`src/design/bavg_pkg.sv`:
```
package bavg_pkg;

    localparam int SAMPLES_PER_AVERAGE = 8;

    localparam int SAMPLE_W = 10;
    localparam int AVG_W    = 10;
    localparam int SUM_W    = $clog2(SAMPLES_PER_AVERAGE * 1023 + 1);
    localparam int CNT_W    = $clog2(SAMPLES_PER_AVERAGE + 1);
    localparam int MV_W     = 13;
    localparam int PCT_W    = 7;

    localparam int QUEUE_DEPTH = 2;
    localparam int QPTR_W      = $clog2(QUEUE_DEPTH);
    localparam int QCNT_W      = $clog2(QUEUE_DEPTH + 1);

    localparam int CURVE_POINTS = 11;
    localparam int SEG_W        = 4;
    localparam int SPAN_W       = 10;
    localparam int NUM_W        = 13;
    localparam int QUO_W        = 4;

    // avg * 1200 * 122 / 1024, then / 22, then * 4000 / 3873
    localparam logic [17:0] MV_SCALE    = 18'(1200 * 122);
    localparam int          P1_W        = 28;
    localparam int          P2_W        = 36;
    localparam int          P3_W        = 25;
    localparam int          P4_W        = 51;
    localparam int          SHIFT_22    = 22;
    localparam int          SHIFT_3873  = 37;
    localparam logic [17:0] RECIP_22    =
        18'(((64'd1 << SHIFT_22) + 64'd21) / 64'd22);
    localparam logic [25:0] RECIP_3873  =
        26'(((64'd1 << SHIFT_3873) + 64'd3872) / 64'd3873);
    localparam logic [11:0] CORR_MUL    = 12'd4000;

    localparam logic [MV_W-1:0] CURVE_MV [CURVE_POINTS] = '{
        13'd2900, 13'd3650, 13'd3700, 13'd3740, 13'd3760, 13'd3795,
        13'd3840, 13'd3910, 13'd3980, 13'd4070, 13'd4150
    };

    localparam logic [PCT_W-1:0] PCT_FULL = 7'd100;

    typedef struct packed {
        logic             valid;
        logic [AVG_W-1:0] avg;
    } avg_item_t;

endpackage

```
`src/design/bavg_front.sv`:
```
module bavg_front (
    input  logic                            aclk,
    input  logic                            aresetn,
    input  logic                            s_tvalid,
    output logic                            s_tready,
    input  logic [bavg_pkg::SAMPLE_W-1:0]   s_sample,
    output bavg_pkg::avg_item_t             push,
    input  logic                            push_ready
);

    logic [bavg_pkg::CNT_W-1:0] cnt_reg, cnt_next;
    logic [bavg_pkg::SUM_W-1:0] sum_reg, sum_next;
    logic [bavg_pkg::SUM_W-1:0] sum_total;
    logic                       last;
    logic                       acc;

    assign last      = (cnt_reg == bavg_pkg::CNT_W'(bavg_pkg::SAMPLES_PER_AVERAGE - 1));
    assign s_tready  = !last || push_ready;
    assign acc       = s_tvalid && s_tready;
    assign sum_total = sum_reg + bavg_pkg::SUM_W'(s_sample);

    assign push.valid = acc && last;
    assign push.avg   = bavg_pkg::AVG_W'(sum_total / bavg_pkg::SAMPLES_PER_AVERAGE);

    always_comb begin
        cnt_next = cnt_reg;
        sum_next = sum_reg;
        if (acc) begin
            if (last) begin
                cnt_next = '0;
                sum_next = '0;
            end else begin
                cnt_next = cnt_reg + 1'b1;
                sum_next = sum_total;
            end
        end
    end

    always_ff @(posedge aclk) begin
        if (!aresetn) begin
            cnt_reg <= '0;
            sum_reg <= '0;
        end else begin
            cnt_reg <= cnt_next;
            sum_reg <= sum_next;
        end
    end

endmodule

```
`src/design/bavg_queue.sv`:
```
module bavg_queue (
    input  logic                aclk,
    input  logic                aresetn,
    input  bavg_pkg::avg_item_t push,
    output logic                push_ready,
    output bavg_pkg::avg_item_t head,
    input  logic                pop
);

    logic [bavg_pkg::AVG_W-1:0]  mem_reg [bavg_pkg::QUEUE_DEPTH];
    logic [bavg_pkg::QPTR_W-1:0] wr_ptr_reg, wr_ptr_next;
    logic [bavg_pkg::QPTR_W-1:0] rd_ptr_reg, rd_ptr_next;
    logic [bavg_pkg::QCNT_W-1:0] cnt_reg, cnt_next;
    logic                        do_push;
    logic                        do_pop;

    assign push_ready = (cnt_reg != bavg_pkg::QCNT_W'(bavg_pkg::QUEUE_DEPTH));
    assign head.valid = (cnt_reg != '0);
    assign head.avg   = mem_reg[rd_ptr_reg];
    assign do_push    = push.valid && push_ready;
    assign do_pop     = pop && head.valid;

    always_comb begin
        wr_ptr_next = wr_ptr_reg;
        rd_ptr_next = rd_ptr_reg;
        cnt_next    = cnt_reg;
        if (do_push) begin
            wr_ptr_next = (wr_ptr_reg == bavg_pkg::QPTR_W'(bavg_pkg::QUEUE_DEPTH - 1)) ?
                          '0 : wr_ptr_reg + 1'b1;
        end
        if (do_pop) begin
            rd_ptr_next = (rd_ptr_reg == bavg_pkg::QPTR_W'(bavg_pkg::QUEUE_DEPTH - 1)) ?
                          '0 : rd_ptr_reg + 1'b1;
        end
        if (do_push && !do_pop) begin
            cnt_next = cnt_reg + 1'b1;
        end else if (do_pop && !do_push) begin
            cnt_next = cnt_reg - 1'b1;
        end
    end

    always_ff @(posedge aclk) begin
        if (do_push) begin
            mem_reg[wr_ptr_reg] <= push.avg;
        end
    end

    always_ff @(posedge aclk) begin
        if (!aresetn) begin
            wr_ptr_reg <= '0;
            rd_ptr_reg <= '0;
            cnt_reg    <= '0;
        end else begin
            wr_ptr_reg <= wr_ptr_next;
            rd_ptr_reg <= rd_ptr_next;
            cnt_reg    <= cnt_next;
        end
    end

endmodule

```
`src/design/bavg_back.sv`:
```
module bavg_back (
    input  logic                          aclk,
    input  logic                          aresetn,
    input  bavg_pkg::avg_item_t           head,
    output logic                          pop,
    output logic                          m_tvalid,
    input  logic                          m_tready,
    output logic [bavg_pkg::MV_W-1:0]     m_voltage_mv,
    output logic [bavg_pkg::PCT_W-1:0]    m_percent
);

    typedef enum logic [6:0] {
        ST_IDLE  = 7'b0000001,
        ST_MUL_B = 7'b0000010,
        ST_MUL_C = 7'b0000100,
        ST_MUL_D = 7'b0001000,
        ST_SEG   = 7'b0010000,
        ST_DIV   = 7'b0100000,
        ST_OUT   = 7'b1000000
    } state_t;

    state_t                          state_reg, state_next;
    logic [bavg_pkg::P1_W-1:0]       p1_reg, p1_next;
    logic [bavg_pkg::P2_W-1:0]       p2_reg, p2_next;
    logic [bavg_pkg::P3_W-1:0]       p3_reg, p3_next;
    logic [bavg_pkg::P4_W-1:0]       p4_reg, p4_next;
    logic [bavg_pkg::MV_W-1:0]       mv_reg, mv_next;
    logic [bavg_pkg::PCT_W-1:0]      base_reg, base_next;
    logic [bavg_pkg::NUM_W-1:0]      rem_reg, rem_next;
    logic [bavg_pkg::SPAN_W-1:0]     span_reg, span_next;
    logic [bavg_pkg::QUO_W-1:0]      quo_reg, quo_next;
    logic [1:0]                      bit_reg, bit_next;
    logic                            out_valid_reg, out_valid_next;
    logic [bavg_pkg::MV_W-1:0]       out_mv_reg, out_mv_next;
    logic [bavg_pkg::PCT_W-1:0]      out_pct_reg, out_pct_next;

    logic [bavg_pkg::MV_W-1:0]       raw_mv;
    logic [bavg_pkg::MV_W-1:0]       mv_calc;
    logic [bavg_pkg::SEG_W-1:0]      seg;
    logic [bavg_pkg::MV_W-1:0]       diff;
    logic [bavg_pkg::MV_W-1:0]       span_full;
    logic [bavg_pkg::NUM_W-1:0]      trial;
    logic                            out_free;

    assign raw_mv   = p2_reg[bavg_pkg::SHIFT_22 + bavg_pkg::MV_W - 1:bavg_pkg::SHIFT_22];
    assign mv_calc  = p4_reg[bavg_pkg::SHIFT_3873 + bavg_pkg::MV_W - 1:bavg_pkg::SHIFT_3873];
    assign out_free = !out_valid_reg || m_tready;
    assign pop      = (state_reg == ST_IDLE) && head.valid;
    assign trial    = bavg_pkg::NUM_W'(span_reg) << bit_reg;

    // first curve point above the voltage
    always_comb begin
        seg = bavg_pkg::SEG_W'(bavg_pkg::CURVE_POINTS - 1);
        for (int i = bavg_pkg::CURVE_POINTS - 1; i >= 1; i--) begin
            if (mv_calc < bavg_pkg::CURVE_MV[i]) begin
                seg = bavg_pkg::SEG_W'(i);
            end
        end
    end

    assign diff      = bavg_pkg::CURVE_MV[seg] - mv_calc;
    assign span_full = bavg_pkg::CURVE_MV[seg] - bavg_pkg::CURVE_MV[seg - 1'b1];

    always_comb begin
        state_next     = state_reg;
        p1_next        = p1_reg;
        p2_next        = p2_reg;
        p3_next        = p3_reg;
        p4_next        = p4_reg;
        mv_next        = mv_reg;
        base_next      = base_reg;
        rem_next       = rem_reg;
        span_next      = span_reg;
        quo_next       = quo_reg;
        bit_next       = bit_reg;
        out_valid_next = out_valid_reg;
        out_mv_next    = out_mv_reg;
        out_pct_next   = out_pct_reg;

        if (out_valid_reg && m_tready) begin
            out_valid_next = 1'b0;
        end

        case (state_reg)
            ST_IDLE: begin
                if (head.valid) begin
                    p1_next    = bavg_pkg::P1_W'(head.avg) * bavg_pkg::P1_W'(bavg_pkg::MV_SCALE);
                    state_next = ST_MUL_B;
                end
            end
            ST_MUL_B: begin
                p2_next    = bavg_pkg::P2_W'(p1_reg[bavg_pkg::P1_W-1:10]) *
                             bavg_pkg::P2_W'(bavg_pkg::RECIP_22);
                state_next = ST_MUL_C;
            end
            ST_MUL_C: begin
                p3_next    = bavg_pkg::P3_W'(raw_mv) * bavg_pkg::P3_W'(bavg_pkg::CORR_MUL);
                state_next = ST_MUL_D;
            end
            ST_MUL_D: begin
                p4_next    = bavg_pkg::P4_W'(p3_reg) * bavg_pkg::P4_W'(bavg_pkg::RECIP_3873);
                state_next = ST_SEG;
            end
            ST_SEG: begin
                mv_next  = mv_calc;
                quo_next = '0;
                bit_next = 2'd3;
                if (mv_calc <= bavg_pkg::CURVE_MV[0]) begin
                    base_next = '0;
                    rem_next  = '0;
                    span_next = bavg_pkg::SPAN_W'(1);
                end else if (mv_calc >= bavg_pkg::CURVE_MV[bavg_pkg::CURVE_POINTS - 1]) begin
                    base_next = bavg_pkg::PCT_FULL;
                    rem_next  = '0;
                    span_next = bavg_pkg::SPAN_W'(1);
                end else begin
                    base_next = bavg_pkg::PCT_W'({seg, 3'b000}) +
                                bavg_pkg::PCT_W'({seg, 1'b0});
                    rem_next  = bavg_pkg::NUM_W'({diff, 3'b000}) +
                                bavg_pkg::NUM_W'({diff, 1'b0});
                    span_next = span_full[bavg_pkg::SPAN_W-1:0];
                end
                state_next = ST_DIV;
            end
            ST_DIV: begin
                if (rem_reg >= trial) begin
                    rem_next          = rem_reg - trial;
                    quo_next[bit_reg] = 1'b1;
                end
                bit_next = bit_reg - 1'b1;
                if (bit_reg == 2'd0) begin
                    state_next = ST_OUT;
                end
            end
            ST_OUT: begin
                if (out_free) begin
                    out_valid_next = 1'b1;
                    out_mv_next    = mv_reg;
                    out_pct_next   = base_reg - bavg_pkg::PCT_W'(quo_reg);
                    state_next     = ST_IDLE;
                end
            end
            default: begin
                state_next = ST_IDLE;
            end
        endcase
    end

    always_ff @(posedge aclk) begin
        p1_reg      <= p1_next;
        p2_reg      <= p2_next;
        p3_reg      <= p3_next;
        p4_reg      <= p4_next;
        mv_reg      <= mv_next;
        base_reg    <= base_next;
        rem_reg     <= rem_next;
        span_reg    <= span_next;
        quo_reg     <= quo_next;
        out_mv_reg  <= out_mv_next;
        out_pct_reg <= out_pct_next;
    end

    always_ff @(posedge aclk) begin
        if (!aresetn) begin
            state_reg     <= ST_IDLE;
            bit_reg       <= '0;
            out_valid_reg <= 1'b0;
        end else begin
            state_reg     <= state_next;
            bit_reg       <= bit_next;
            out_valid_reg <= out_valid_next;
        end
    end

    assign m_tvalid     = out_valid_reg;
    assign m_voltage_mv = out_mv_reg;
    assign m_percent    = out_pct_reg;

endmodule

```
`src/design/battery_adc_average_to_percent.sv`:
```
// Battery level from ADC samples.
// s_ channel: one 10-bit ADC sample per transfer (s_tdata[9:0]).
// m_ channel: one result per block of SAMPLES_PER_AVERAGE samples (8):
//   m_tdata[12:0] corrected voltage in mV, m_tdata[19:13] charge percent.
// Samples are taken one per cycle while s_tready is high. The front end
// sums them; on the last sample of a block the average goes into a
// two-entry queue. The back end converts one average at a time: four
// multiply stages, a curve segment lookup, a four-step restoring divide
// for the percent fraction, and a load of the output register.
// It pops a new average from the queue only when idle, so it finishes one
// conversion before starting the next.
// Synchronous reset (aresetn low) clears the partial sum, the queue and
// the output valid flag; no result is pending after reset.
// If m_tready stays low the result holds, the back end finishes its
// current average and waits, and s_tready drops only when the queue is
// full and the next sample would close a block.
module battery_adc_average_to_percent (
    input  logic        aclk,
    input  logic        aresetn,
    input  logic        s_tvalid,
    output logic        s_tready,
    input  logic [15:0] s_tdata,   // [9:0] sample
    output logic        m_tvalid,
    input  logic        m_tready,
    output logic [23:0] m_tdata    // [12:0] voltage_mv, [19:13] percent
);

    bavg_pkg::avg_item_t              push;
    bavg_pkg::avg_item_t              head;
    logic                             push_ready;
    logic                             pop;
    logic [bavg_pkg::MV_W-1:0]        voltage_mv;
    logic [bavg_pkg::PCT_W-1:0]       percent;

    bavg_front u_front (
        .aclk       (aclk),
        .aresetn    (aresetn),
        .s_tvalid   (s_tvalid),
        .s_tready   (s_tready),
        .s_sample   (s_tdata[bavg_pkg::SAMPLE_W-1:0]),
        .push       (push),
        .push_ready (push_ready)
    );

    bavg_queue u_queue (
        .aclk       (aclk),
        .aresetn    (aresetn),
        .push       (push),
        .push_ready (push_ready),
        .head       (head),
        .pop        (pop)
    );

    bavg_back u_back (
        .aclk         (aclk),
        .aresetn      (aresetn),
        .head         (head),
        .pop          (pop),
        .m_tvalid     (m_tvalid),
        .m_tready     (m_tready),
        .m_voltage_mv (voltage_mv),
        .m_percent    (percent)
    );

    assign m_tdata = {4'b0000, percent, voltage_mv};

endmodule

```
`config.mk`:
```
export PLATFORM = sky130hd
export DESIGN_NAME = battery_adc_average_to_percent
export DESIGN_NICKNAME = d
export VERILOG_FILES = /design/src/design/bavg_pkg.sv /design/src/design/bavg_front.sv /design/src/design/bavg_queue.sv /design/src/design/bavg_back.sv /design/src/design/battery_adc_average_to_percent.sv
export SDC_FILE = /design/constraint.sdc
export NUM_CORES = 1
export LEC_CHECK = 0
export BUFFER_PORTS_ARGS = -buffer_cell sky130_fd_sc_hd__buf_4
export CORE_MARGIN = 10
export CORE_UTILIZATION = 45
export CTS_BUF_LIST = sky130_fd_sc_hd__clkbuf_8
export DETAILED_ROUTE_END_ITERATION = 12
export SLEW_MARGIN = 20
export SYNTH_ARGS = -nofsm -noshare
export SYNTH_HDL_FRONTEND = slang
export SYNTH_HIERARCHICAL = 1
export SYNTH_SLANG_ARGS = --single-unit
```
`constraint.sdc`:
```
create_clock -name aclk -period 7.6 [get_ports aclk]
set_input_delay 1.52 -clock aclk [delete_from_list [all_inputs] [get_ports aclk]]
set_output_delay 1.52 -clock aclk [all_outputs]
set_load 0.05 [all_outputs]
```
# Word level (Yosys, flattened, before mapping)
# Memories as Yosys holds them, arrays and structs flattened. A register that Yosys moved wholly into a read port is not among the register bits.
# Cells that the tools add are included.
# Widths: inputs -> output; s select.
# classes
div_mod_pow,0
bitwise,3
n_shift,1
n_eq_ne,13
addsub,14
n_lt_le_gt_ge,16
n_reduce_logical,24
mul,4
muxes,40
# ops
op,n
$lt 13x12->1 const B,9
$mux 13,4
$pmux 7 s7,1
$mul 20x26->45 const B,1
$mux 4,9
$mul 18x18->35 const B,1
$mux 7,4
$pmux 13 s2,1
$mux 12,2
$mul 10x13->23 const B,1
$mul 13x7->20 const B,1
$mux 10,2
$add 13x10->13,1
$add 13x13->13,1
$ge 13x13->1,1
$ge 13x13->1 const B,1
$le 13x12->1 const B,1
$shl 10x2->13,1
$sub 13x13->13,1
$sub 12x12->12,1
$ge 5x5->1 const B,2
$mux 1,10
$not 4->5,2
$sub 10x10->10,1
other kinds (32),56
# word_totals
latch_bits,0
ram_bits,20
register_bits,221
elab_cells,138
inputBits,20
rom_bits,416
mem_count,3
# memory_table
memory,depth,word_bits,read_ports,rd_clocked_by_memory_dff,write_ports,line_no,text
(name not given),16,13,1,0,0,bavg_back.sv:61,assign diff = bavg_pkg::CURVE_MV[seg] - mv_calc;
(name not given),16,13,1,0,0,bavg_back.sv:62,assign span_full = bavg_pkg::CURVE_MV[seg] - bavg_pkg::CURVE_MV[seg - 1'b1];
u_queue.mem_reg,2,10,1,1,1,bavg_queue.sv:10,logic [bavg_pkg::AVG_W-1:0] mem_reg [bavg_pkg::QUEUE_DEPTH];

# Logic depth before layout (Yosys ltp)
# logic_depth
word_depth,19
depth_mapped,30
depth_no_buf,29

# By module
# Netlist, hierarchy kept.
# modules_own_cells
mod,seq_area_each_um2,area_each_um2,n_inst,cells_each
bavg_back,4103.9,25082.8,1,2379
bavg_front,340.3,1173.6,1,139
bavg_queue,700.7,952.2,1,56
battery_adc_average_to_percent,0.0,33.8,1,5

# Worst setup path after synthesis
# OpenSTA, ideal clock, no wires.
# synth_path
path_type,register to register
startpoint,register u_back/p3_reg[17] in the netlist's numbering
endpoint,register u_back/p4_reg[49] in the netlist's numbering (data pin)
path_buffers,0
t_required_ns,7.342
setup_ns,0.258
arrival_time_ns,6.298
stages_incl_launch_ff,22
setup_slack_ns,1.044
cell_sequence,edfxtp_1 -> fa_1 -> inv_1 -> fa_1 -> fa_1 -> inv_1 -> fa_1 -> inv_1 -> fa_1 -> inv_1 -> fa_1 -> fa_1 -> ha_1 -> a21oi_1 -> o21ai_0 -> a2111oi_0 -> o21ai_0 -> o2111ai_2 -> a21boi_1 -> a221o_1 -> a21oi_2 -> xnor2_1
# synth_between
elab_chain_len,1
# synth_lines
element,line_no,text
start: declaration,bavg_back.sv:25,"logic [bavg_pkg::P3_W-1:0] p3_reg, p3_next;"
start signal: assignment,bavg_back.sv:152,p3_reg <= p3_next;
$mul 20x26->45,bavg_back.sv:101,p4_next = bavg_pkg::P4_W'(p3_reg) * bavg_pkg::P4_W'(bavg_pkg::RECIP_3873);
end signal: assignment,bavg_back.sv:153,p4_reg <= p4_next;
end: declaration,bavg_back.sv:26,"logic [bavg_pkg::P4_W-1:0] p4_reg, p4_next;"
# Every way passes these cells.
# A chain may end at the register's enable or synchronous reset.

# Worst setup path after layout
# layout_path
startpoint,register u_back/p3_reg[24] in the netlist's numbering
endpoint,register u_back/p4_reg[49] in the netlist's numbering (data pin)
# Same word-level chain as after synthesis.

==> out/qor.yml <==
status: "complete, no violations"
seq_power_share: 0.386
arrival_ns: 7.39
required_ns: 7.93
rr_endpoint: "u_back/p4_reg[49]"
r2r_slack_ns: 0.54
post-place-ws_ns: 0.293
cts_tree: "built"
rsz0062_at_grt: "no"
hold_slack_ns: 0.421
synth_top_family_by_area: "adder cells"
ir_worst_vdd_uv: 175
clk_pin_slew_worst_paths_ns: 0.13
clkPwrFrac: 0.236
power.switching_mw: 1.13
port_buffers: 35
grt_pass1_wl_microns: 98200
p_int_mw: 1.94
post-route-drc-count: 0
p_per_area_mw_per_mm2: 106
yosysSeqAreaShare: 0.189
antenna_left: 0
yosys.area.top_type: "fa_1"
rows: 90
muxShareOfSynthArea: 0.00946
fp.coreArea_sq_mm: 0.0601
ys_warn_count: 6
die_width_microns: 266
final_nets: 3562
yosys.area_share.simple: 0.0722
switching_share: 0.369
cts_buffers: 17
yosys-top-cells-area: "fa_1 28%, ha_1 24%, edfxtp_1 17%"
ios: 46
dp_hpwl_microns: 50200
start_util: 0.453
cap_violations: 0
insertion_delay_ns: 0.56
critical_path.startpoint_type: "register"
crit_type: "register to register"
dieHeight_microns: 266
whs_path_depth: 0
globalplace.congestion: 0.909
grt_pass1_vias: 19200
postSynthCellCount: 2579
holdBufCountCts: 0
first_pass_iters: 6
hold_class: "register to register"
via_per_inst: 5.20
hold_path_end: "u_back/m_voltage_mv[3]"
synth_compound_area_frac: 0.0874
detail_route.wl_per_cell_microns: 17.0
synthAdderAreaFrac: 0.524
grt_usage: 0.174
die_area_sq_mm: 0.0708
postSynthAreaPerCell_sq_um: 10.6
root_buffer: "clkbuf_8"
synth_xor_area_frac: 0.0321
grt-ovfl-total: 0
grt_max_degree: 34
endpoint_kind: "register"
cp_max_fo: 8
period_minus_slack_ns: 7.06
synth_enable_flop_cells: 150
routed_wl_microns: 58400
finalSetupTns_ns: 0
reg2reg_depth: 21
slew_viol_final: 0
num_vias: 17800
r2r-start: "u_back/p3_reg[24]"
synthArstFlopShare: 0
grt_antenna_before_repair: 0
fin_util: 0.483
relSlewSlack: 0.317
synth_top_cell_area_share: 0.282
ys_seq_elements: 182
finalSetupViolCount: 0
clock.fmax_mhz: 142
first_iter_violations: 678
syn_to_final_growth_pct: 6.52
clockBufferDepth: 2
timing.final.crit_share: 0.929
synth-main-ff-cell: "edfxtp_1"
fin_skew_ns: 0.0235
final-hold-violation-count: 0
drive_gt1_frac: 0.0567
mappedNetlistArea_sq_mm: 0.0272
ys_types: 92
cts.sinks: 182
leakagePower_nw: 14.3
tightest_slew_ns: 1.02
power.share.combinational: 0.378
cts_max_level: 4
hold_start: "u_back/mv_reg[3]"
worst_slack_ns: 0.541
nFillCells: 5551
-- per-stage QoR --
step | total power, mW | area (sq um) | std cells
after detailed placement | 2.37 | 28500 | 3387
after CTS | 3.12 | 28900 | 3419
after global routing | 3.33 | 29000 | 3426
after floorplan | 2.13 | 27300 | 2582
final | 3.07 | 29000 | 3428
after global placement | 2.35 | 28500 | 3387
-- power by group through the flow --
stage,combinational (mW),clock (mW),sequential [mW]
2_1_floorplan,0.911,0,1.22
3_5_place_dp,1.16,0,1.21
6_report,1.16,0.725,1.19
4_1_cts,1.17,0.760,1.19
5_1_grt,1.34,0.794,1.19
3_3_place_gp,1.14,0,1.21
-- worst max-delay path by stage --
stage / start / to / slack, ns / cells past startpoint
after detailed placement: u_back/p3_reg[23] / u_back/p4_reg[49] / 0.29 / 21
after global routing: u_back/p4_reg[41] / u_back/rem_reg[12] / 0.04 / 28
final: u_back/p3_reg[24] / u_back/p4_reg[49] / 0.54 / 21
after floorplan: u_back/p3_reg[17] / u_back/p4_reg[49] / 1.04 / 21
after CTS: u_back/p3_reg[23] / u_back/p4_reg[49] / 0.32 / 21
after global placement: u_back/p3_reg[23] / u_back/p4_reg[49] / 0.30 / 21
-- worst max-delay path, cell delays in order (launching register included) --
cell       delay (ns)
edfxtp_1         0.59
fa_1             0.62
inv_1            0.11
fa_1             0.38
inv_1            0.08
fa_1             0.45
fa_1             0.55
inv_1            0.07
fa_1             0.54
inv_1            0.07
fa_1             0.56
fa_1             0.44
ha_1             0.36
a21oi_1          0.20
o21ai_0          0.16
a2111oi_0        0.34
o21ai_1          0.23
o2111ai_2        0.29
a21boi_1         0.18
a221o_1          0.40
a21oi_2          0.16
xnor2_1          0.08
-- logic make-up (layout without fill, tap and decap cells) --
family                   after synthesis  after routing
AND/OR/NAND/NOR                      393            393
flip-flops                           182            182
AO/OA/AOI/OAI                        352            352
XOR/XNOR                             100            100
other                                  1              6
adder cells (fa/ha/maj)              911            911
buffers and inverters                616            678
multiplexers                          24             24
-- cell type report --
cell class / count / area (sq um) / area share
diodes: 2 / 5.00 / 0.000172
clock buffers: 17 / 234 / 0.00806
clock inverters: 15 / 210 / 0.00724
inverters: 592 / 2220 / 0.0766
multi-input cells: 1784 / 19800 / 0.683
flip-flops and latches: 182 / 5140 / 0.177
well taps: 782 / 978 / 0.0337
repair buffers: 54 / 405 / 0.0140
-- cell usage in the layout (no fill, tap or decap), types with 8 or more instances in the layout --
cell,Yosys,final
nor2b_1,22,22
edfxtp_1,150,150
o21a_1,16,16
nor2_1,108,108
a211o_1,8,8
dfxtp_1,32,32
a211oi_1,13,13
mux2_2,14,14
or3_1,15,15
o21ai_0,64,63
xnor2_1,59,59
o22ai_1,10,10
nor3_1,31,30
ha_1,527,527
and2_1,11,11
a21o_1,26,26
and3_1,14,14
fa_1,384,384
nand2b_1,17,17
or2_2,10,10
a21oi_1,101,101
nand3_1,36,35
mux2i_1,10,10
o21bai_1,9,9
inv_1,590,590
buf_4,4,54
nand4_1,13,13
xor2_1,41,41
clkbuf_8,0,17
nand2_1,80,80
a21boi_0,11,11
-- metal layers --
metal / GRT usage / routed length (microns) / vias to the layer above
met5: 0 / 0 / -
met4: 0.0428 / 1180 / 0
met3: 0.0314 / 2010 / 60
met2: 0.300 / 28800 / 242
met1: 0.221 / 26400 / 8870
li1: - / - / 8640
-- synth_stat cells, types with 22 or more instances --
| cell type | n |
|---|---|
| a21o_1 | 26 |
| a21oi_1 | 101 |
| dfxtp_1 | 32 |
| edfxtp_1 | 150 |
| fa_1 | 384 |
| ha_1 | 527 |
| inv_1 | 590 |
| nand2_1 | 80 |
| nand3_1 | 36 |
| nor2_1 | 108 |
| nor2b_1 | 22 |
| nor3_1 | 31 |
| o21ai_0 | 64 |
| xnor2_1 | 59 |
| xor2_1 | 41 |
-- repair_timing --
item / in CTS / in global routing
buffers inserted: 0 / 7
endpoints found under the hold margin: 0 / 0
setup endpoints to repair: 0 / 5
gates resized for setup: 0 / 3
Note: power is estimated with default switching activity, not from simulation.
